**config.mk**
```make
export PLATFORM = sky130hd
export DESIGN_NAME = hse_front
export DESIGN_NICKNAME = d
export VERILOG_FILES = /design/src/hse_pkg.sv /design/src/hse_front.sv
export SDC_FILE = /design/constraint.sdc
export NUM_CORES = 1
export LEC_CHECK = 0
export ABC_AREA = 1
export BUFFER_PORTS_ARGS = -buffer_cell sky130_fd_sc_hd__buf_2
export CAP_MARGIN = 40
export CORE_AREA = 10 10 102 104
export CTS_CLUSTER_DIAMETER = 150
export DETAILED_ROUTE_END_ITERATION = 12
export DIE_AREA = 0 0 112 114
export PLACE_DENSITY = 0.83
export SLEW_MARGIN = 40
export SYNTH_ARGS = -nofsm -noshare
export SYNTH_HDL_FRONTEND = slang
export SYNTH_SLANG_ARGS = --single-unit
```
**constraint.sdc**
```tcl
create_clock -name clk -period 3.3 [get_ports clk]
set_clock_uncertainty 0.1 [all_clocks]
set_input_delay 0.99 -clock clk [delete_from_list [all_inputs] [get_ports clk]]
set_output_delay 0.99 -clock clk [all_outputs]
set_load 0.05 [all_outputs]
```
**src/hse_pkg.sv**
```systemverilog
package hse_pkg;

  localparam int POS_W      = 24;
  localparam int COORD_W    = 32;
  localparam int VEC_W      = 3 * COORD_W;
  localparam int CNT_W      = 9;
  localparam int MAX_ADDR_W = 12;
  localparam int CFG_IDX_W  = 1;
  localparam int CMDQ_DEPTH = 2;
  localparam int CMDQ_AW    = 1;

  localparam logic [1:0] KIND_LOAD_POINT   = 2'd0;
  localparam logic [1:0] KIND_LOAD_TANGENT = 2'd1;
  localparam logic [1:0] KIND_EVAL         = 2'd2;

  localparam logic [CFG_IDX_W-1:0] CFG_POINT_COUNT   = 1'd0;
  localparam logic [CFG_IDX_W-1:0] CFG_TANGENT_COUNT = 1'd1;

  localparam int MIN_POINTS   = 3;
  localparam int MIN_TANGENTS = 2;
  localparam int SEG_SPAN     = 2;

  localparam logic [3:0] MAC_LAST  = 4'd11;
  localparam logic [3:0] MAC_END   = 4'd13;
  localparam logic [1:0] TERM_LAST = 2'd3;

  typedef enum logic [1:0] {
    ST_OK    = 2'd0,
    ST_FEW   = 2'd1,
    ST_RANGE = 2'd2
  } hse_status_t;

  typedef enum logic [1:0] {
    OP_LOAD_POINT,
    OP_LOAD_TANGENT,
    OP_EVAL
  } hse_op_t;

  typedef enum logic [2:0] {
    BK_IDLE,
    BK_SQ,
    BK_CUBE,
    BK_BASIS,
    BK_MAC,
    BK_OUT
  } hse_bk_state_t;

  typedef struct packed {
    logic [1:0]         kind;
    logic [7:0]         slot;
    logic signed [31:0] coord_x;
    logic signed [31:0] coord_y;
    logic signed [31:0] coord_z;
    logic [23:0]        position;
  } hse_in_t;

  typedef struct packed {
    logic signed [31:0] point_x;
    logic signed [31:0] point_y;
    logic signed [31:0] point_z;
    logic [1:0]         status;
  } hse_out_t;

  typedef struct packed {
    hse_op_t                 op;
    hse_status_t             status;
    logic [MAX_ADDR_W-1:0]   addr;
    logic [POS_W-1:0]        position;
    logic [VEC_W-1:0]        vec;
  } hse_cmd_t;

endpackage

```
**src/hse_front.sv**
```systemverilog
module hse_front #(
  parameter int MAX_POINTS = 256,
  parameter int FRAC_BITS  = 16
) (
  input  logic                           clk,
  input  logic                           rst_n,
  input  logic                           in_push,
  input  hse_pkg::hse_in_t               in_data,
  input  logic                           q_full,
  output logic                           q_push,
  output hse_pkg::hse_cmd_t              q_cmd,
  input  logic                           cfg_we,
  input  logic [hse_pkg::CFG_IDX_W-1:0]  cfg_index,
  input  logic [hse_pkg::CNT_W-1:0]      cfg_wdata
);

  localparam int CMP_W = hse_pkg::POS_W + 1;
  localparam logic [CMP_W-1:0] MAXP = CMP_W'(MAX_POINTS);

  logic [hse_pkg::CNT_W-1:0] point_cnt_r;
  logic [hse_pkg::CNT_W-1:0] tangent_cnt_r;
  logic [CMP_W-1:0]          np;
  logic [CMP_W-1:0]          nt;
  logic [CMP_W-1:0]          seg;
  logic [CMP_W-1:0]          seg_end;
  logic [CMP_W-1:0]          slot_w;
  logic                      keep;

  always_ff @(posedge clk) begin
    if (!rst_n) begin
      point_cnt_r   <= '0;
      tangent_cnt_r <= '0;
    end else if (cfg_we) begin
      case (cfg_index)
        hse_pkg::CFG_POINT_COUNT:   point_cnt_r   <= cfg_wdata;
        hse_pkg::CFG_TANGENT_COUNT: tangent_cnt_r <= cfg_wdata;
        default: ;
      endcase
    end
  end

  always_comb begin
    np      = (CMP_W'(point_cnt_r) > MAXP) ? MAXP : CMP_W'(point_cnt_r);
    nt      = (CMP_W'(tangent_cnt_r) > MAXP) ? MAXP : CMP_W'(tangent_cnt_r);
    seg     = CMP_W'(in_data.position >> FRAC_BITS);
    seg_end = seg + CMP_W'(hse_pkg::SEG_SPAN);
    slot_w  = CMP_W'(in_data.slot);

    q_cmd.position = in_data.position;
    q_cmd.vec      = {in_data.coord_z, in_data.coord_y, in_data.coord_x};
    q_cmd.addr     = hse_pkg::MAX_ADDR_W'(in_data.slot);
    q_cmd.status   = hse_pkg::ST_OK;
    q_cmd.op       = hse_pkg::OP_EVAL;
    keep           = 1'b0;

    case (in_data.kind)
      hse_pkg::KIND_LOAD_POINT: begin
        q_cmd.op = hse_pkg::OP_LOAD_POINT;
        keep     = slot_w < MAXP;
      end
      hse_pkg::KIND_LOAD_TANGENT: begin
        q_cmd.op = hse_pkg::OP_LOAD_TANGENT;
        keep     = slot_w < MAXP;
      end
      hse_pkg::KIND_EVAL: begin
        keep       = 1'b1;
        q_cmd.addr = seg[hse_pkg::MAX_ADDR_W-1:0];
        if (np < CMP_W'(hse_pkg::MIN_POINTS) || nt < CMP_W'(hse_pkg::MIN_TANGENTS)) begin
          q_cmd.status = hse_pkg::ST_FEW;
        end else if (seg_end > np || seg_end > nt) begin
          q_cmd.status = hse_pkg::ST_RANGE;
        end
      end
      default: keep = 1'b0;
    endcase

    q_push = in_push && !q_full && keep;
  end

endmodule

```
* Word-level counts from Yosys, hierarchy flattened
Cells that the tools add are included.
Cells by class: add/subtract/negate cells 1, magnitude comparators 6, eq/ne operators 2, multiplexer cells 7, bitwise gates (word level) 1, reduce and logical (&&, ||, !) cells 9
Operators by type and width (count):
- $gt A9 B9 Y1 | 2
- $gt A9 B9 Y1 const B | 2
- $lt A9 B2 Y1 const B | 2
- $mux W9 | 2
- $mux W14 | 1
- $add A8 B2 Y9 const B | 1
- $mux W2 | 2
- $pmux W2 S2 | 1
- $reduce_and A2 Y1 | 2
- $reduce_or A3 Y1 | 1
- $eq A2 B1 Y1 const B | 1
- $eq A2 B2 Y1 const B | 1
- $logic_and A1 B1 Y1 | 2
- $logic_not A2 Y1 | 1
- $logic_or A1 B1 Y1 | 2
- $logic_not A1 Y1 | 1
- $mux W1 | 1
- $not A1 Y1 | 1
Word-level totals: register bits after elaboration 18, input port bits 145, output and inout port bits 137, logic and storage cells 28

* Longest topological paths before layout
depth in word-level cells 7, gate-level depth with buffers 13, depth with buffers taken out 13

* Worst setup path before layout
OpenSTA, ideal clock, no wires.
path type in2out, start in in_data[17] in the netlist's numbering, end out q_cmd[133] in the netlist's numbering, arrival time 2611 ps, required time 2210 ps, setup slack -401 ps, cell stages on the path 11, path buffers 0, path through ha_1 -> nand2_1 -> xor2_1 -> inv_1 -> ha_1 -> nand2_1 -> nor2_1 -> nand3b_1 -> nand3_1 -> nand2_1 -> a21oi_2
RTL lines:
- start, declared | RTL line hse_front.sv:8 | input hse_pkg::hse_in_t in_data,
- end, declared | RTL line hse_front.sv:11 | output hse_pkg::hse_cmd_t q_cmd,

==> results.yml <==
status:
  run_status: "finished, violations left"
  violations: "negative setup slack"
layout:
  finalCoreUtilization_pct: 24.7
  layout.nets: 452
  num_antenna_cells: 0
  fin_cells: 396
  n_fill_cell: 963
  area_growth_pct: -12.0
  final_layout_size_suffix_gt1_share_pct: 32.3
pwr:
  power_w: 0.000736
  power.density_mw_per_mm2: 352
  vdd.ir_drop.worst_v: 0.000121
  static-leakage-power_nw: 0.993
sta:
  grt_setup_unrepaired: "yes"
  fin_ws_ns: -0.373
  max_freq_mhz: 272
  timing_hold_violations_final: 0
  period_minus_slack_ns: 3.67
  setup_total_negative_slack_ns: -0.373
  setup_viol: 1
  post-route-period-util_pct: 111
  report.final.slew_viol_count: 0
cts:
  tritoncts: "built"
  ctsLongestPathBuffers: 2
  clk_transition_reported_paths_ns: 0.07
  cts_inserted_buffers: 3
  postCtsHoldBufs: 0
  clock-root-buffer: "clkbuf_8"
  clock_sink_count: 18
  clock_tree.htree_level_count: 1
  clock_latency_ns: 0.25
  post_cts.repair.setup_buffers: 0
worst_setup_path:
  startpoint_type: "input pin"
  worst_path_cell_trace: "buf_8 -> nand2_1 -> inv_2 -> nand3_2 -> xor2_1 -> inv_2 -> ha_4 -> a21oi_1 -> o21a_1 -> nand3_1 -> nand2_2 -> a21oi_4 -> buf_8"
  worstPathRequired_ns: 2.21
  reg2reg_slack_ns: 2.52
  end_kind: "primary output"
  crit_path_max_fanout: 4
  worst_path_max_delay_cell: "ha_4"
  slowest_delay_ns: 0.28
  critical_path_at_ns: 2.58
  path_class: "in2out"
  r2r.worst_path.cells: 2
  worstReg2RegEnd: "point_cnt_r[6]$_SDFFE_PN0P_"
  r2r-start: "point_cnt_r[6]$_SDFFE_PN0P_"
detailed_routing:
  via_total_after_detailed_routing: 1806
  drt-total-wl_um: 6730
  drtIter0Drc: 74
  drcViolationCount: 0
  avgViaCountPerCell: 4.56
  routedWlPerCell_um: 17.0
  drt-pass1-iter-count: 4
  final_antenna_net_count: 0
synthesis:
  yosys_register_bits: 18
  synth_top_cell_by_area: "buf_4"
  synth_largest_type_area_fraction_pct: 39.2
  synth-seq-area-share_pct: 15.2
  netlist_area_sq_mm: 0.00237
  post_synth.cell_area_avg_sq_um: 6.82
  synthesis.instances: 348
  post_synth_main_area_contributors: "buf_4 39%, dfxtp_1 15%, ha_1 9.5%, nand2_1 7.7%, nor2_1 5.8%"
  synth_cell_type_count: 27
  ys.warnings.count: 0
floorplan:
  io_pins: 282
  initial_utilization_pct: 28.1
  core.rowCount: 34
  floorplan.die.height_um: 114
  floorplan.die_area_sq_mm: 0.0128
  dieWidth_um: 112
  design.core.area_sq_mm: 0.00847
hold_path:
  min_from: "point_cnt_r[4]$_SDFFE_PN0P_"
  whs_endpoint: "point_cnt_r[4]$_SDFFE_PN0P_"
  min-delay-path-class: "reg2reg"
  hold_path_depth: 2
global_routing:
  grt_antenna_before_repair: 0
  grt_busiest_layer: "met2"
  grt_overflow_total: 0
  groute.layer.met2.usage_pct: 15.1
  grt_first_pass_wirelength_um: 10200
  track_usage_pct: 9.83
  use_met1_pct: 9.98
  grtUsageMet3_pct: 7.14
  grt_start_max_net_pins: 19
  grt_pass1_vias: 1794
run:
  max-cap-violations: 0
placed_design:
  gp_congestion: 0.848
  dp_hpwl_um: 5940
  buffer_ports.inserted: 53
  place_inst: 392
==> worst max-delay path by stage <==
| stage | slack, ns | endpoint | cells past startpoint | startpoint |
|---|---|---|---|---|
| detailed placement | -0.54 | q_cmd[133] | 13 | in_data[17] |
| finish | -0.37 | q_cmd[133] | 13 | in_data[18] |
| global route | -0.50 | q_cmd[133] | 13 | in_data[18] |
| CTS | -0.37 | q_cmd[133] | 13 | in_data[18] |
| floorplan | -0.21 | q_cmd[133] | 10 | in_data[17] |
| global placement | -0.50 | q_cmd[133] | 12 | in_data[17] |
==> what timing repair did <==
| action | 4_1_cts | 5_1_grt |
|---|---|---|
| setup endpoints to repair | 1 | 1 |
| pin swaps | 20 | 0 |
| gates resized for setup | 22 | 1 |
| endpoints found under the hold margin | 0 | 0 |
==> cells in the final DEF, fill, tap and decap left out, types with 2 or more instances in the layout <==
cell type  instances
a21oi_1           14
buf_2             48
buf_4              9
buf_6              2
buf_8              3
clkbuf_8           4
clkinv_1           2
conb_1             4
dfxtp_1           18
ha_1              14
ha_4               4
inv_1             15
inv_2              8
nand2_1           44
nand2_2            7
nand3_1            8
nand3b_1           3
nand4_1            4
nor2_1            36
nor3_1             3
o21ai_0            7
o21ai_1           16
xor2_1             4
==> registers in the layout, indices dropped and copies added (netlist names) <==
register and flops:
point_cnt_r 9, tangent_cnt_r 9
==> metrics by stage <==
stage                     hold slack, ns  setup slack (ns)  instance area [sq um]
final                              0.393            -0.373                   2090
after global routing               0.417            -0.503                   2090
after CTS                          0.389            -0.374                   2090
after detailed placement           0.379            -0.540                   1930
after global placement             0.362            -0.504                   1930
after floorplan                    0.345            -0.205                   2410
==> layout make-up <==
cell class,instances,area (sq um),area share [%]
inverters,25,93.8,4.49
multi-input cells,179,1070,51.2
repair buffers,62,375,18.0
clock buffers,4,55.1,2.63
well taps,108,135,6.46
flip-flops and latches,18,360,17.2
==> worst max-delay path: cells and delay by family <==
family	cells	cell delay (ns)
compound gates	3	0.41
buf+inv	4	0.40
simple gates	4	0.32
fa+ha+maj	1	0.28
xor+xnor	1	0.18
==> cell usage after synthesis, drive strengths merged <==
cell	count
conb	1
nor3b	1
nor3	3
nand4	4
nand3	9
clkinv	2
dfxtp	18
xor2	4
nor2	38
inv	23
a21oi	16
o21a	2
o21ai	23
nand2	52
nand3b	3
buf	127
a31oi	1
ha	18
clkbuf	2
o2111ai	1
==> metal layers <==
layer	up-vias	routed length, um	part of all wire (%)
met1	772	2540	38
li1	866	-	-
met3	22	1140	17
met5	-	27	0.40
met4	2	153	2.3
met2	144	2870	43
==> cells by family after synthesis <==
group / synth area share, %
simple gates: 19.5
flops: 15.2
other cells: 0.158
xor+xnor: 1.48
compound gates: 10.1
fa+ha+maj: 9.48
buf+inv: 44.1
==> report_power, final <==
| group | internal, W | total, W | switching [W] |
|---|---|---|---|
| combinational | 0.000112 | 0.000316 | 0.000204 |
| clock | 0.000106 | 0.000176 | 0.0000701 |
| sequential | 0.000232 | 0.000244 | 0.0000117 |
Power figures use the tool's default switching activity.
