File: src/hse_pkg.sv
package hse_pkg;

  localparam int POS_W      = 24;
  localparam int COORD_W    = 32;
  localparam int VEC_W      = 3 * COORD_W;
  localparam int CNT_W      = 9;
  localparam int MAX_ADDR_W = 12;
  localparam int CFG_IDX_W  = 1;
  localparam int CMDQ_DEPTH = 2;
  localparam int CMDQ_AW    = 1;

  localparam logic [1:0] KIND_LOAD_POINT   = 2'd0;
  localparam logic [1:0] KIND_LOAD_TANGENT = 2'd1;
  localparam logic [1:0] KIND_EVAL         = 2'd2;

  localparam logic [CFG_IDX_W-1:0] CFG_POINT_COUNT   = 1'd0;
  localparam logic [CFG_IDX_W-1:0] CFG_TANGENT_COUNT = 1'd1;

  localparam int MIN_POINTS   = 3;
  localparam int MIN_TANGENTS = 2;
  localparam int SEG_SPAN     = 2;

  localparam logic [3:0] MAC_LAST  = 4'd11;
  localparam logic [3:0] MAC_END   = 4'd13;
  localparam logic [1:0] TERM_LAST = 2'd3;

  typedef enum logic [1:0] {
    ST_OK    = 2'd0,
    ST_FEW   = 2'd1,
    ST_RANGE = 2'd2
  } hse_status_t;

  typedef enum logic [1:0] {
    OP_LOAD_POINT,
    OP_LOAD_TANGENT,
    OP_EVAL
  } hse_op_t;

  typedef enum logic [2:0] {
    BK_IDLE,
    BK_SQ,
    BK_CUBE,
    BK_BASIS,
    BK_MAC,
    BK_OUT
  } hse_bk_state_t;

  typedef struct packed {
    logic [1:0]         kind;
    logic [7:0]         slot;
    logic signed [31:0] coord_x;
    logic signed [31:0] coord_y;
    logic signed [31:0] coord_z;
    logic [23:0]        position;
  } hse_in_t;

  typedef struct packed {
    logic signed [31:0] point_x;
    logic signed [31:0] point_y;
    logic signed [31:0] point_z;
    logic [1:0]         status;
  } hse_out_t;

  typedef struct packed {
    hse_op_t                 op;
    hse_status_t             status;
    logic [MAX_ADDR_W-1:0]   addr;
    logic [POS_W-1:0]        position;
    logic [VEC_W-1:0]        vec;
  } hse_cmd_t;

endpackage

File: src/hse_cmd_q.sv
module hse_cmd_q (
  input  logic              clk,
  input  logic              rst_n,
  input  logic              push,
  input  hse_pkg::hse_cmd_t cmd_in,
  output logic              full,
  input  logic              pop,
  output hse_pkg::hse_cmd_t cmd_out,
  output logic              empty
);

  hse_pkg::hse_cmd_t           entry_r [hse_pkg::CMDQ_DEPTH];
  logic [hse_pkg::CMDQ_AW-1:0] wr_ptr_r;
  logic [hse_pkg::CMDQ_AW-1:0] rd_ptr_r;
  logic [hse_pkg::CMDQ_AW:0]   cnt_r;
  logic                        do_push;
  logic                        do_pop;

  assign full    = cnt_r == (hse_pkg::CMDQ_AW + 1)'(hse_pkg::CMDQ_DEPTH);
  assign empty   = cnt_r == '0;
  assign do_push = push && !full;
  assign do_pop  = pop && !empty;
  assign cmd_out = entry_r[rd_ptr_r];

  always_ff @(posedge clk) begin
    if (do_push) begin
      entry_r[wr_ptr_r] <= cmd_in;
    end
  end

  always_ff @(posedge clk) begin
    if (!rst_n) begin
      wr_ptr_r <= '0;
      rd_ptr_r <= '0;
      cnt_r    <= '0;
    end else begin
      if (do_push) begin
        wr_ptr_r <= wr_ptr_r + 1'b1;
      end
      if (do_pop) begin
        rd_ptr_r <= rd_ptr_r + 1'b1;
      end
      case ({do_push, do_pop})
        2'b10:   cnt_r <= cnt_r + 1'b1;
        2'b01:   cnt_r <= cnt_r - 1'b1;
        default: cnt_r <= cnt_r;
      endcase
    end
  end

  a_count_step: assert property (@(posedge clk) disable iff (!rst_n)
    (do_push && !do_pop) |=> (cnt_r == $past(cnt_r) + 1'b1))
    else $error("command queue count did not follow a lone push");

endmodule

File: config.mk
export PLATFORM = sky130hd
export DESIGN_NAME = hse_cmd_q
export DESIGN_NICKNAME = d
export VERILOG_FILES = /design/src/hse_pkg.sv /design/src/hse_cmd_q.sv
export SDC_FILE = /design/constraint.sdc
export NUM_CORES = 1
export LEC_CHECK = 0
export BUFFER_PORTS_ARGS = -buffer_cell sky130_fd_sc_hd__buf_4
export CAP_MARGIN = 5
export CELL_PAD_IN_SITES_DETAIL_PLACEMENT = 2
export CELL_PAD_IN_SITES_GLOBAL_PLACEMENT = 2
export CORE_UTILIZATION = 25
export CTS_CLUSTER_DIAMETER = 120
export CTS_CLUSTER_SIZE = 12
export DETAILED_ROUTE_END_ITERATION = 8
export PLACE_DENSITY = 0.63
export REMOVE_ABC_BUFFERS = 1
export SLEW_MARGIN = 20
export SYNTH_ARGS = -nofsm -noshare
export SYNTH_HDL_FRONTEND = slang
export SYNTH_SLANG_ARGS = --single-unit
File: constraint.sdc
create_clock -name clk -period 5.6 [get_ports clk]
set_input_delay 0.56 -clock clk [delete_from_list [all_inputs] [get_ports clk]]
set_output_delay 0.56 -clock clk [all_outputs]
set_load 0.005 [all_outputs]
Yosys cells after proc, flatten, opt, wreduce, memory -nomap -nowiden:

Memories as Yosys holds them, arrays and structs flattened. A register that Yosys moved wholly into a read port is not among the register bits.
Cells that the tools add are included.

* add/subtract/negate cells: 4
* equal/unequal tests: 3
* mux-type cells: 5
* reduce and logical (&&, ||, !) cells: 6

Operators with widths (count)
* $eq 2x2->1 const B: 2
* $mux 1: 4
* $pmux 2 s2: 1
* $add 1x1->1 const B: 2
* $add 2x1->2 const B: 1
* $eq 2x1->1 const B: 1
* $logic_and 1x1->1: 2
* $logic_not 1->1: 2
* $logic_not 2->1: 1
* $reduce_bool 2->1: 1
* $sub 2x1->2 const B: 1

* flip-flop bits (word level): 4
* RAM bits: 272
* output and inout port bits: 138
* memories: 1

Memory list
* entry_r: words 2, bits a word 136, rd ports 1, clocked after Yosys merged registers in 1, write ports 1, RTL line hse_cmd_q.sv:12 `hse_pkg::hse_cmd_t entry_r [hse_pkg::CMDQ_DEPTH];`

Depth between registers and ports, before layout:

Gate-level depths: netlist of the first run.

* depth in word-level cells: 5
* gate-level depth with buffers: 6
* gate-level depth less buffers: 6

Least setup slack after synthesis of the first run:

Ideal clock, no wire load.

* path type: input to register
* from: input port push
* to: memory entry_r[1][0] (netlist bit) (enable)
* setup time: 0.512 ns
* arrival time: 3.737 ns
* slack: 1.351 ns
* cell stages on the path: 1
* cells stage by stage: and3_1

* longest elaborated chain between the ends: 3

Ends and longest elaborated chain
* from (decl): RTL line hse_cmd_q.sv:4 `input logic push,`
* $logic_and 1x1->1: RTL line hse_cmd_q.sv:21 `assign do_push = push && !full;`
* $mux 1: RTL line hse_cmd_q.sv:26 `if (do_push) begin`
* $mux 1 (implied by the code): RTL line hse_cmd_q.sv:27 `entry_r[wr_ptr_r] <= cmd_in;`
* to (decl): RTL line hse_cmd_q.sv:12

No other way between the ends.

==> summary.md, run 1 <==
| Metric | Value |
|---|---|
| Status | `finished, final reports clean` |
| Syn avg cell area | `about 22 sq um` |
| CP bufs+invs | `2` |
| Hold Path Sink | `entry_r[1][52]` |
| Antenna violations before repair | `0` |
| I/O Pins | `about 280` |
| H-tree Lvls | `1` |
| Most common cell after layout, fill and taps aside | `buf_4` |
| Largest delay contributor family on the critical path | `flip-flops` |
| Final WL | `23,800 um` |
| Slowest stage delay, CP | `~800 ps` |
| Unrepaired setup endpoints after global routing | `no` |
| Via-to-Cell Ratio | `4.08` |
| Wire per inst | `around 19 um` |
| CP max FO | `89` |
| Arrival @ worst endpoint | `~2500 ps` |
| Iteration-0 DRC Markers | `139` |
| Cell variety after synth | `20` |
| Placement Cell Area | `between 10,000 and 15,000 sq um` |
| Max-cap viol count | `0` |
| Peak VDD IR | `303 uV` |
| Cells along the critical path | `buf_12, mux2_2, buf_4` |
| Power Total | `approximately 0.0058 W` |
| # DRC | `0` |
| Final instance area | `13,400 sq um` |
| Rows | `73` |
| Worst Clk Skew | `about 15 ps` |
| Minimum clock period | `between 3000 and 4000 ps` |
| Worst-Margin Slew | `918 ps` |
| Cts hold-fix bufs | `0` |
| Antenna viol nets, final | `0` |
| Die W | `just over 200 um` |
| Number of global-route vias before repair | `approximately 5.8k` |
| Pin count of the biggest net entering global routing | `90` |
| Worst hold path type | `input pin to flop` |
| Setup TNS | `0 ps` |
| Initial Util | `0.253` |
| Cells on Worst Hold Path | `1` |
| Startpoint of the worst hold path | `cmd_in[52]` |
| Fin. Hold Viols | `0` |
| Post-CTS Setup Repair Bufs | `0` |
| Clk_lat worst skew | `550 ps` |
| Worst-path clk slew | `60 ps` |
| Worst reg2reg path endpoint | `entry_r[0][122]` |
| Diode count | `0` |
| CTS tree | `done` |
| Via Count | `slightly above 5k` |
| Hold WS | `187 ps` |
| DIE HEIGHT | `202 um` |
| Yosys reg bits | `around 280` |
| Die ar. | `41,000 sq um` |
| Commonest non-fill, non-tap cells in the layout | `281 x buf_4, 272 x edfxtp_1, 136 x mux2_2` |
| Max Clock Freq | `327 MHz` |
| R2R Path Start | `cnt_r[0]` |
| Detailed Routing Iterations Pass 1 | `4` |
| CP Capture Type | `output pin` |
| Ratio of final minimum period to clock period | `0.546` |
| Max_slew headroom | `0.388` |
| CTS root buffer | `clkbuf_16` |
| Total GRT Usage | `0.114` |
| # resized after CTS | `0` |
| Mapped cell area | `10,000 sq um` |
| Global-route wire length before repair | `35,100 um` |
| Area Overhead vs Synth | `33.8%` |
| Clock sinks | `277` |
| CTS buffer count | `27` |
| DP Wirelength | `15,700 um` |
| Leakage Power | `4.85 nW` |
| Finish-stage setup viols | `0` |
| Req. time, crit path | `around 5000 ps` |
| Mapped Cells | `449` |
| Final Max Tran Viols | `0` |
| Bufs on Longest Clock Path | `3` |
| GPL Wtd Cong | `0.684` |
| Sequential fraction of the synthesis area | `0.824` |
| Grt total ovfl | `0` |
| Synth warn | `0` |
| Reg2Reg Depth | `5` |
| FF-to-FF setup slack | `roughly 3000 ps` |
| Layout Nets | `a little under 900` |
| Critical-path top delay cell | `dfxtp_4` |
| Buffers on Ports | `277` |
| Type of the worst setup path | `flop to output pin` |
| CP Launch Type | `flop` |
| Core area | `39,600 sq um` |
| Power per Cell Area | `434 nW/um^2` |
| Fraction of layout instances using a drive strength above 1 | `0.606` |
-- how the worst max path moves through the flow --
stage / startpoint / cells after the start / to
floorplan: flop / 1 / cmd_out[0]
global placement: push / 5 / entry_r[0][128]
detailed placement: push / 5 / entry_r[0][128]
CTS: flop / 3 / cmd_out[115]
global route: flop / 3 / cmd_out[35]
finish: flop / 3 / cmd_out[126]
-- cell families after synthesis --
kind of cell,count (synthesis),synth area share
AO/OA/AOI/OAI,5,0.00324
XOR/XNOR,3,0.00262
adder cells (fa/ha/maj),1,0.00125
buffers and inverters,18,0.0113
flip-flops,277,0.824
multiplexers,136,0.153
AND/OR/NAND/NOR,9,0.00536
-- worst register-to-register path, cell delays in order, from the launching register on --
cell      delay, ps
dfxtp_1         420
nand2b_2        190
inv_2            50
or3_1           390
inv_6           620
buf_4           580
-- registers in the layout, indices dropped and copies added (netlist names), named ones only --
signal	cells
wr_ptr_r	1
cnt_r	2
rd_ptr_r	1
entry_r	272
-- final cells by class --
type | instances | area (sq um)
clock buffers | 28 | 679
well taps | 525 | 657
multi-input cells | 154 | 1660
repair buffers | 282 | 2130
fillers | 4017 | 26200
clock inverters | 2 | 20.0
inverters | 3 | 16.3
flip-flops and latches | 277 | 8270
-- layer usage --
| layer | vias up | GRT usage | part of all wire |
|---|---|---|---|
| met3 | 31 | 0.0442 | 0.085 |
| met5 | - | 0 | 0 |
| met2 | 171 | 0.201 | 0.52 |
| li1 | 2362 | - | - |
| met1 | 2625 | 0.128 | 0.38 |
| met4 | 0 | 0.0266 | 0.017 |
-- cells in the mapped netlist --
library cell | instances | area share
and3_1 | 1 | 0.00062
nor2_1 | 1 | 0.00037
nand2_1 | 1 | 0.00037
and2_1 | 1 | 0.00062
mux2_2 | 136 | 0.15
o21a_1 | 1 | 0.00075
xnor2_1 | 3 | 0.0026
inv_1 | 2 | 0.00075
inv_2 | 1 | 0.00037
a21boi_1 | 2 | 0.0015
buf_4 | 1 | 0.00075
nor2b_1 | 2 | 0.0012
or3_1 | 2 | 0.0012
buf_6 | 4 | 0.0045
o21ai_0 | 2 | 0.0010
nand2b_2 | 1 | 0.00087
buf_2 | 10 | 0.0050
dfxtp_1 | 5 | 0.010
ha_1 | 1 | 0.0012
edfxtp_1 | 272 | 0.81
-- per-stage QoR --
step / instances / utilization / setup WS (ps)
finish: 1271 / 0.339 / 2540
global route: 1271 / 0.339 / 2330
CTS: 1271 / 0.339 / 2400
detailed placement: 1241 / 0.321 / 2820
global placement: 1241 / 0.321 / 2860
floorplan: 434 / - / 1240
-- report_power, final --
group	leakage [nW]	internal, W	switching, W
Sequential	2.59	0.00262	0.000122
Clock	0.344	0.000853	0.000719
Combinational	1.91	0.000860	0.000659
Total	4.85	0.00433	0.00150
No activity file was read; power rests on OpenSTA's default activity.
==> run 2: changes to the inputs <==
Clock period 5.6 ns to 3.2 ns, I/O delays scaled along.
==> run 2 against run 1 <==
Compared with the run above: clock power is 82% higher; flip-flop and latch count stayed put; total power is 81% higher; final area is 11% higher; highest routed layer unchanged; core utilization is 3.8 points higher; largest cell class unchanged.
==> summary.md, run 2 (synthesized netlist as in run 1, its figures left out) <==
| Metric | Value |
|---|---|
| Minimum clock period | `roughly 2600 ps` |
| Initial Util | `0.253` |
| Ratio of final minimum period to clock period | `0.818` |
| Max Clock Freq | `382 MHz` |
| Setup TNS | `0 ps` |
| Req. time, crit path | `between 2000 and 3000 ps` |
| Layout Nets | `1,026` |
| Final WL | `25,500 um` |
| Max reg flops | `272` |
| Iteration-0 DRC Markers | `271` |
| Met1 wire length | `10,000 um` |
| Die W | `about 200 um` |
| Finish-stage setup viols | `0` |
| Wire per inst | `17.9 um` |
| Biggest regs | `entry_r x272, cnt_r x2` |
| Bufs on Longest Clock Path | `3` |
| # DRC | `0` |
| CTS root buffer | `clkbuf_16` |
| Core area | `around 40,000 sq um` |
| Via-to-Cell Ratio | `between 4 and 5` |
| DIE HEIGHT | `202 um` |
| I/O Pins | `278` |
| Status | `finished, final reports clean` |
| Fraction of layout instances using a drive strength above 1 | `0.508` |
| CP max FO | `46` |
| Worst Clk Skew | `approximately 24 ps` |
| Met3 Wirelength | `1600 um` |
| Total GRT Usage | `0.123` |
| Clock sinks | `~280` |
| DP Wirelength | `15,900 um` |
| Type of the worst setup path | `flop to output pin` |
| Diode count | `0` |
| Most flop-heavy register | `entry_r` |
| Fin. Hold Viols | `0` |
| Buffers on Ports | `277` |
| Worst hold path type | `input pin to flop` |
| CP Launch Type | `flop` |
| CP Capture Type | `output pin` |
| Leakage Power | `5.47 nW` |
| Peak VDD IR | `480 uV` |
| Routed wl met2 | `13,200 um` |
| Via Count | `5,706` |
| Global-route wire length before repair | `38,600 um` |
| H-tree Lvls | `1` |
| Rows | `73` |
| Max-cap viol count | `0` |
| Commonest non-fill, non-tap cells in the layout | `278 x buf_4, 272 x edfxtp_1, 137 x dlygate4sd3_1` |
| Fin worst setup slack | `583 ps` |
| Area Overhead vs Synth | `48.8%` |
| Arrival @ worst endpoint | `2300 ps` |
| Worst-path clk slew | `60 ps` |
| Pre-CTS setup slack | `1050 ps` |
| Unrepaired setup endpoints after global routing | `no` |
| Cells on Worst Hold Path | `4` |
| GPL Wtd Cong | `0.663` |
| Clk_lat worst skew | `approximately 550 ps` |
| Top layer reached by signal wires | `met4` |
| Worst-Margin Slew | `802 ps` |
| CTS tree | `done` |
| Detailed Routing Iterations Pass 1 | `4` |
| Die ar. | `41,000 sq um` |
| Max_slew headroom | `0.465` |
| Antenna violations before repair | `0` |
| Grt total ovfl | `0` |
| Reg2Reg Depth | `5` |
| Most common cell after layout, fill and taps aside | `buf_4` |
| CTS buffer count | `27` |
| Number of global-route vias before repair | `roughly 6.5k` |
| Pin count of the biggest net entering global routing | `78` |
| Post-CTS Setup Repair Bufs | `0` |
| Power per Cell Area | `a little over 700 nW/um^2` |
| Final Max Tran Viols | `0` |
| Antenna viol nets, final | `0` |
==> run 2: path summary, 6_finish.rpt <==
kind	start	endpoint	slack, ps
worst max-delay path	flop	cmd_out[120]	580
worst min-delay path	push	wr_ptr_r	190
worst max register to register	cnt_r[0]	entry_r[0][15]	1060
worst min register to register	wr_ptr_r	wr_ptr_r	510
==> run 2: timing repair <==
item | 4_1_cts | 5_1_grt
endpoints found under the hold margin | 275 | 0
gates resized for setup | 0 | 0
hold buffers | 137 | 0
==> run 2: final cells by class <==
| class | count | area (sq um) |
|---|---|---|
| fillers | 3925 | 24700 |
| flip-flops and latches | 277 | 8270 |
| repair buffers | 422 | 3600 |
| multi-input cells | 154 | 1660 |
| clock buffers | 38 | 717 |
| well taps | 525 | 657 |
| clock inverters | 2 | 20.0 |
| inverters | 3 | 16.3 |
==> run 2: where the power goes <==
group          switching, W  leakage, nW  total [W]  internal [W]
Sequential         0.000231         2.59    0.00481       0.00458
Combinational       0.00122         2.52    0.00290       0.00169
Clock               0.00131        0.356    0.00285       0.00154
==> run 2: layer usage <==
metal / global-route usage / vias to the layer above
li1: - / 2647
met1: 0.142 / 2848
met4: 0.0295 / 0
met2: 0.222 / 173
met5: 0 / -
met3: 0.0356 / 38
==> run 2: worst max-delay path: stages, from the launching register on <==
cell and delay (ps):
dfxtp_4 880, buf_12 300, mux2_2 380, buf_4 140
==> run 2: metrics by stage <==
step / util / total power, W / cells / area, sq um / hold WS (ps)
4_1_cts: 0.377 / 0.0108 / 1421 / 14900 / 146
3_5_place_dp: 0.324 / 0.00771 / 1244 / 12800 / 503
3_3_place_gp: 0.324 / 0.00765 / 1244 / 12800 / 481
6_report: 0.377 / 0.0106 / 1421 / 14900 / 185
5_1_grt: 0.377 / 0.0111 / 1421 / 14900 / 194
2_1_floorplan: - / 0.00621 / 434 / 9940 / 419
==> run 3: changes to the inputs <==
Clock period 3.2 ns to 2.7 ns, I/O delays scaled along.
==> run 3 against run 2 <==
Compared with the run above: via count increased by 1.6%; setup slack got worse by 360 ps; flip-flop and latch count unchanged; core utilization increased by 0.22 points; wire length increased by 2.0%; non-clock buffer count increased by 8; critical path depth unchanged; final area increased by 0.59%; sequential power increased by 18%; sequential share of layout area decreased by 0.32 points; combinational power increased by 22%.
==> summary.md, run 3 (synthesized netlist as in run 1, its figures left out) <==
| Metric | Value |
|---|---|
| Post-CTS Setup Repair Bufs | `0` |
| Req. time, crit path | `2430 ps` |
| Switch Pwr | `0.00324 W` |
| Cells along the critical path | `buf_4, mux2_2, buf_4` |
| GPL Wtd Cong | `0.709` |
| Buffers on Ports | `277` |
| Worst Clk Skew | `20.1 ps` |
| Die ar. | `41,000 sq um` |
| Worst-path clk slew | `60 ps` |
| Max reg flops | `272` |
| Type of the worst setup path | `flop to output pin` |
| Hold WS | `141 ps` |
| Core area | `39,600 sq um` |
| Global-route wire length before repair | `a little under 40,000 um` |
| CP bufs+invs | `2` |
| Rows | `73` |
| Most common cell after layout, fill and taps aside | `buf_4` |
| Cts hold-fix bufs | `137` |
| CTS buffer count | `27` |
| Ratio of final minimum period to clock period | `0.917` |
| Worst hold path type | `input pin to flop` |
| DP Wirelength | `16,600 um` |
| Pre-CTS setup slack | `673 ps` |
| Finish-stage setup viols | `0` |
| Initial Util | `0.253` |
| Fin. Hold Viols | `0` |
| Minimum clock period | `approximately 2500 ps` |
| Clk_lat worst skew | `540 ps` |
| # DRC | `0` |
| Most frequent CP cell | `buf_4` |
| Final WL | `26,000 um` |
| Clock power frac | `0.265` |
| Antenna viol nets, final | `0` |
| Arrival @ worst endpoint | `2210 ps` |
| Detailed Routing Iterations Pass 1 | `5` |
| CP Launch Type | `flop` |
| Largest delay contributor family on the critical path | `flip-flops` |
| Via-to-Cell Ratio | `4.06` |
| Most flop-heavy register | `entry_r` |
| CTS tree | `done` |
| Peak VDD IR | `566 uV` |
| Max-cap viol count | `0` |
| Total GRT Usage | `0.124` |
| Internal power | `0.00928 W` |
| Antenna violations before repair | `1` |
| Max Clock Freq | `404 MHz` |
| CTS root buffer | `clkbuf_16` |
| Max_slew headroom | `0.569` |
| Worst-Margin Slew | `646 ps` |
| Fraction of layout instances using a drive strength above 1 | `0.512` |
| Via Count | `slightly below 6k` |
| Clock sinks | `277` |
| Switching portion of total power | `0.259` |
| H-tree Lvls | `1` |
| Biggest regs | `entry_r x272, cnt_r x2` |
| Status | `finished, final reports clean` |
| Fin worst setup slack | `225 ps` |
| Area Overhead vs Synth | `49.7%` |
| CP max FO | `34` |
| Unrepaired setup endpoints after global routing | `no` |
| Slowest stage delay, CP | `740 ps` |
| Final Max Tran Viols | `0` |
| Power per Cell Area | `833 nW/um^2` |
| # resized after CTS | `0` |
| Combinational power share | `0.283` |
| Wire per inst | `18.2 um` |
| Pin count of the biggest net entering global routing | `35` |
| DIE HEIGHT | `202 um` |
| I/O Pins | `278` |
| Reg power frac | `0.452` |
| Number of global-route vias before repair | `about 6.6k` |
| Critical-path top delay cell | `dfxtp_4` |
| Iteration-0 DRC Markers | `150` |
| Die W | `202 um` |
| Layout Nets | `1,034` |
| Leakage Power | `about 5.5 nW` |
| CP Capture Type | `output pin` |
| Bufs on Longest Clock Path | `3` |
| Commonest non-fill, non-tap cells in the layout | `283 x buf_4, 272 x edfxtp_1, 137 x dlygate4sd3_1` |
| Grt total ovfl | `0` |
run 3: path summary, 6_finish.rpt:
kind | cells after the start | endpoint | slack, ps | start
worst max-delay path | 3 | cmd_out[32] | 220 | flop
worst min-delay path | 4 | wr_ptr_r | 140 | push
worst max register to register | 5 | entry_r[0][51] | 710 | cnt_r[0]
worst min register to register | 2 | wr_ptr_r | 510 | wr_ptr_r
run 3: metal layers:
layer | wire, um | GRT usage | up-vias | share of wire
met1 | 10100 | 0.140 | 2922 | 0.39
met4 | 616 | 0.0303 | 0 | 0.024
met2 | 13600 | 0.229 | 172 | 0.53
met5 | 0 | 0 | - | 0
met3 | 1630 | 0.0363 | 40 | 0.063
li1 | - | - | 2665 | -
run 3: tightest hold or removal path, delay by kind of cell:
| family | cells | cell delay, ps |
|---|---|---|
| buffers and inverters | 2 | 130 |
| AOI/OAI and AO/OA | 2 | 230 |
run 3: final cells by class:
type | count | area, sq um
multi-input combinational | 154 | 1660
antenna | 1 | 2.50
timing repair buffer | 430 | 3700
fill | 3906 | 24600
inverter | 3 | 16.3
clock buffer | 37 | 713
tap | 525 | 657
clock inverter | 1 | 11.3
sequential | 277 | 8270
run 3: metrics by stage:
step           setup TNS (ps)  utilization  power [W]  std cells  area [sq um]
5_1_grt                     0        0.379     0.0132       1428         15000
2_1_floorplan         -577420            -    0.00736        434          9940
3_5_place_dp                0        0.326    0.00922       1252         12900
6_report                    0        0.379     0.0125       1428         15000
3_3_place_gp                0        0.326    0.00913       1252         12900
4_1_cts                     0        0.379     0.0128       1427         15000
run 3: power groups by stage:
stage	registers, W	clock network (W)	logic (W)
final	0.00566	0.00332	0.00354
after global routing	0.00573	0.00363	0.00382
after CTS	0.00568	0.00347	0.00363
after detailed placement	0.00577	0	0.00345
after global placement	0.00573	0	0.00340
after floorplan	0.00589	0	0.00147
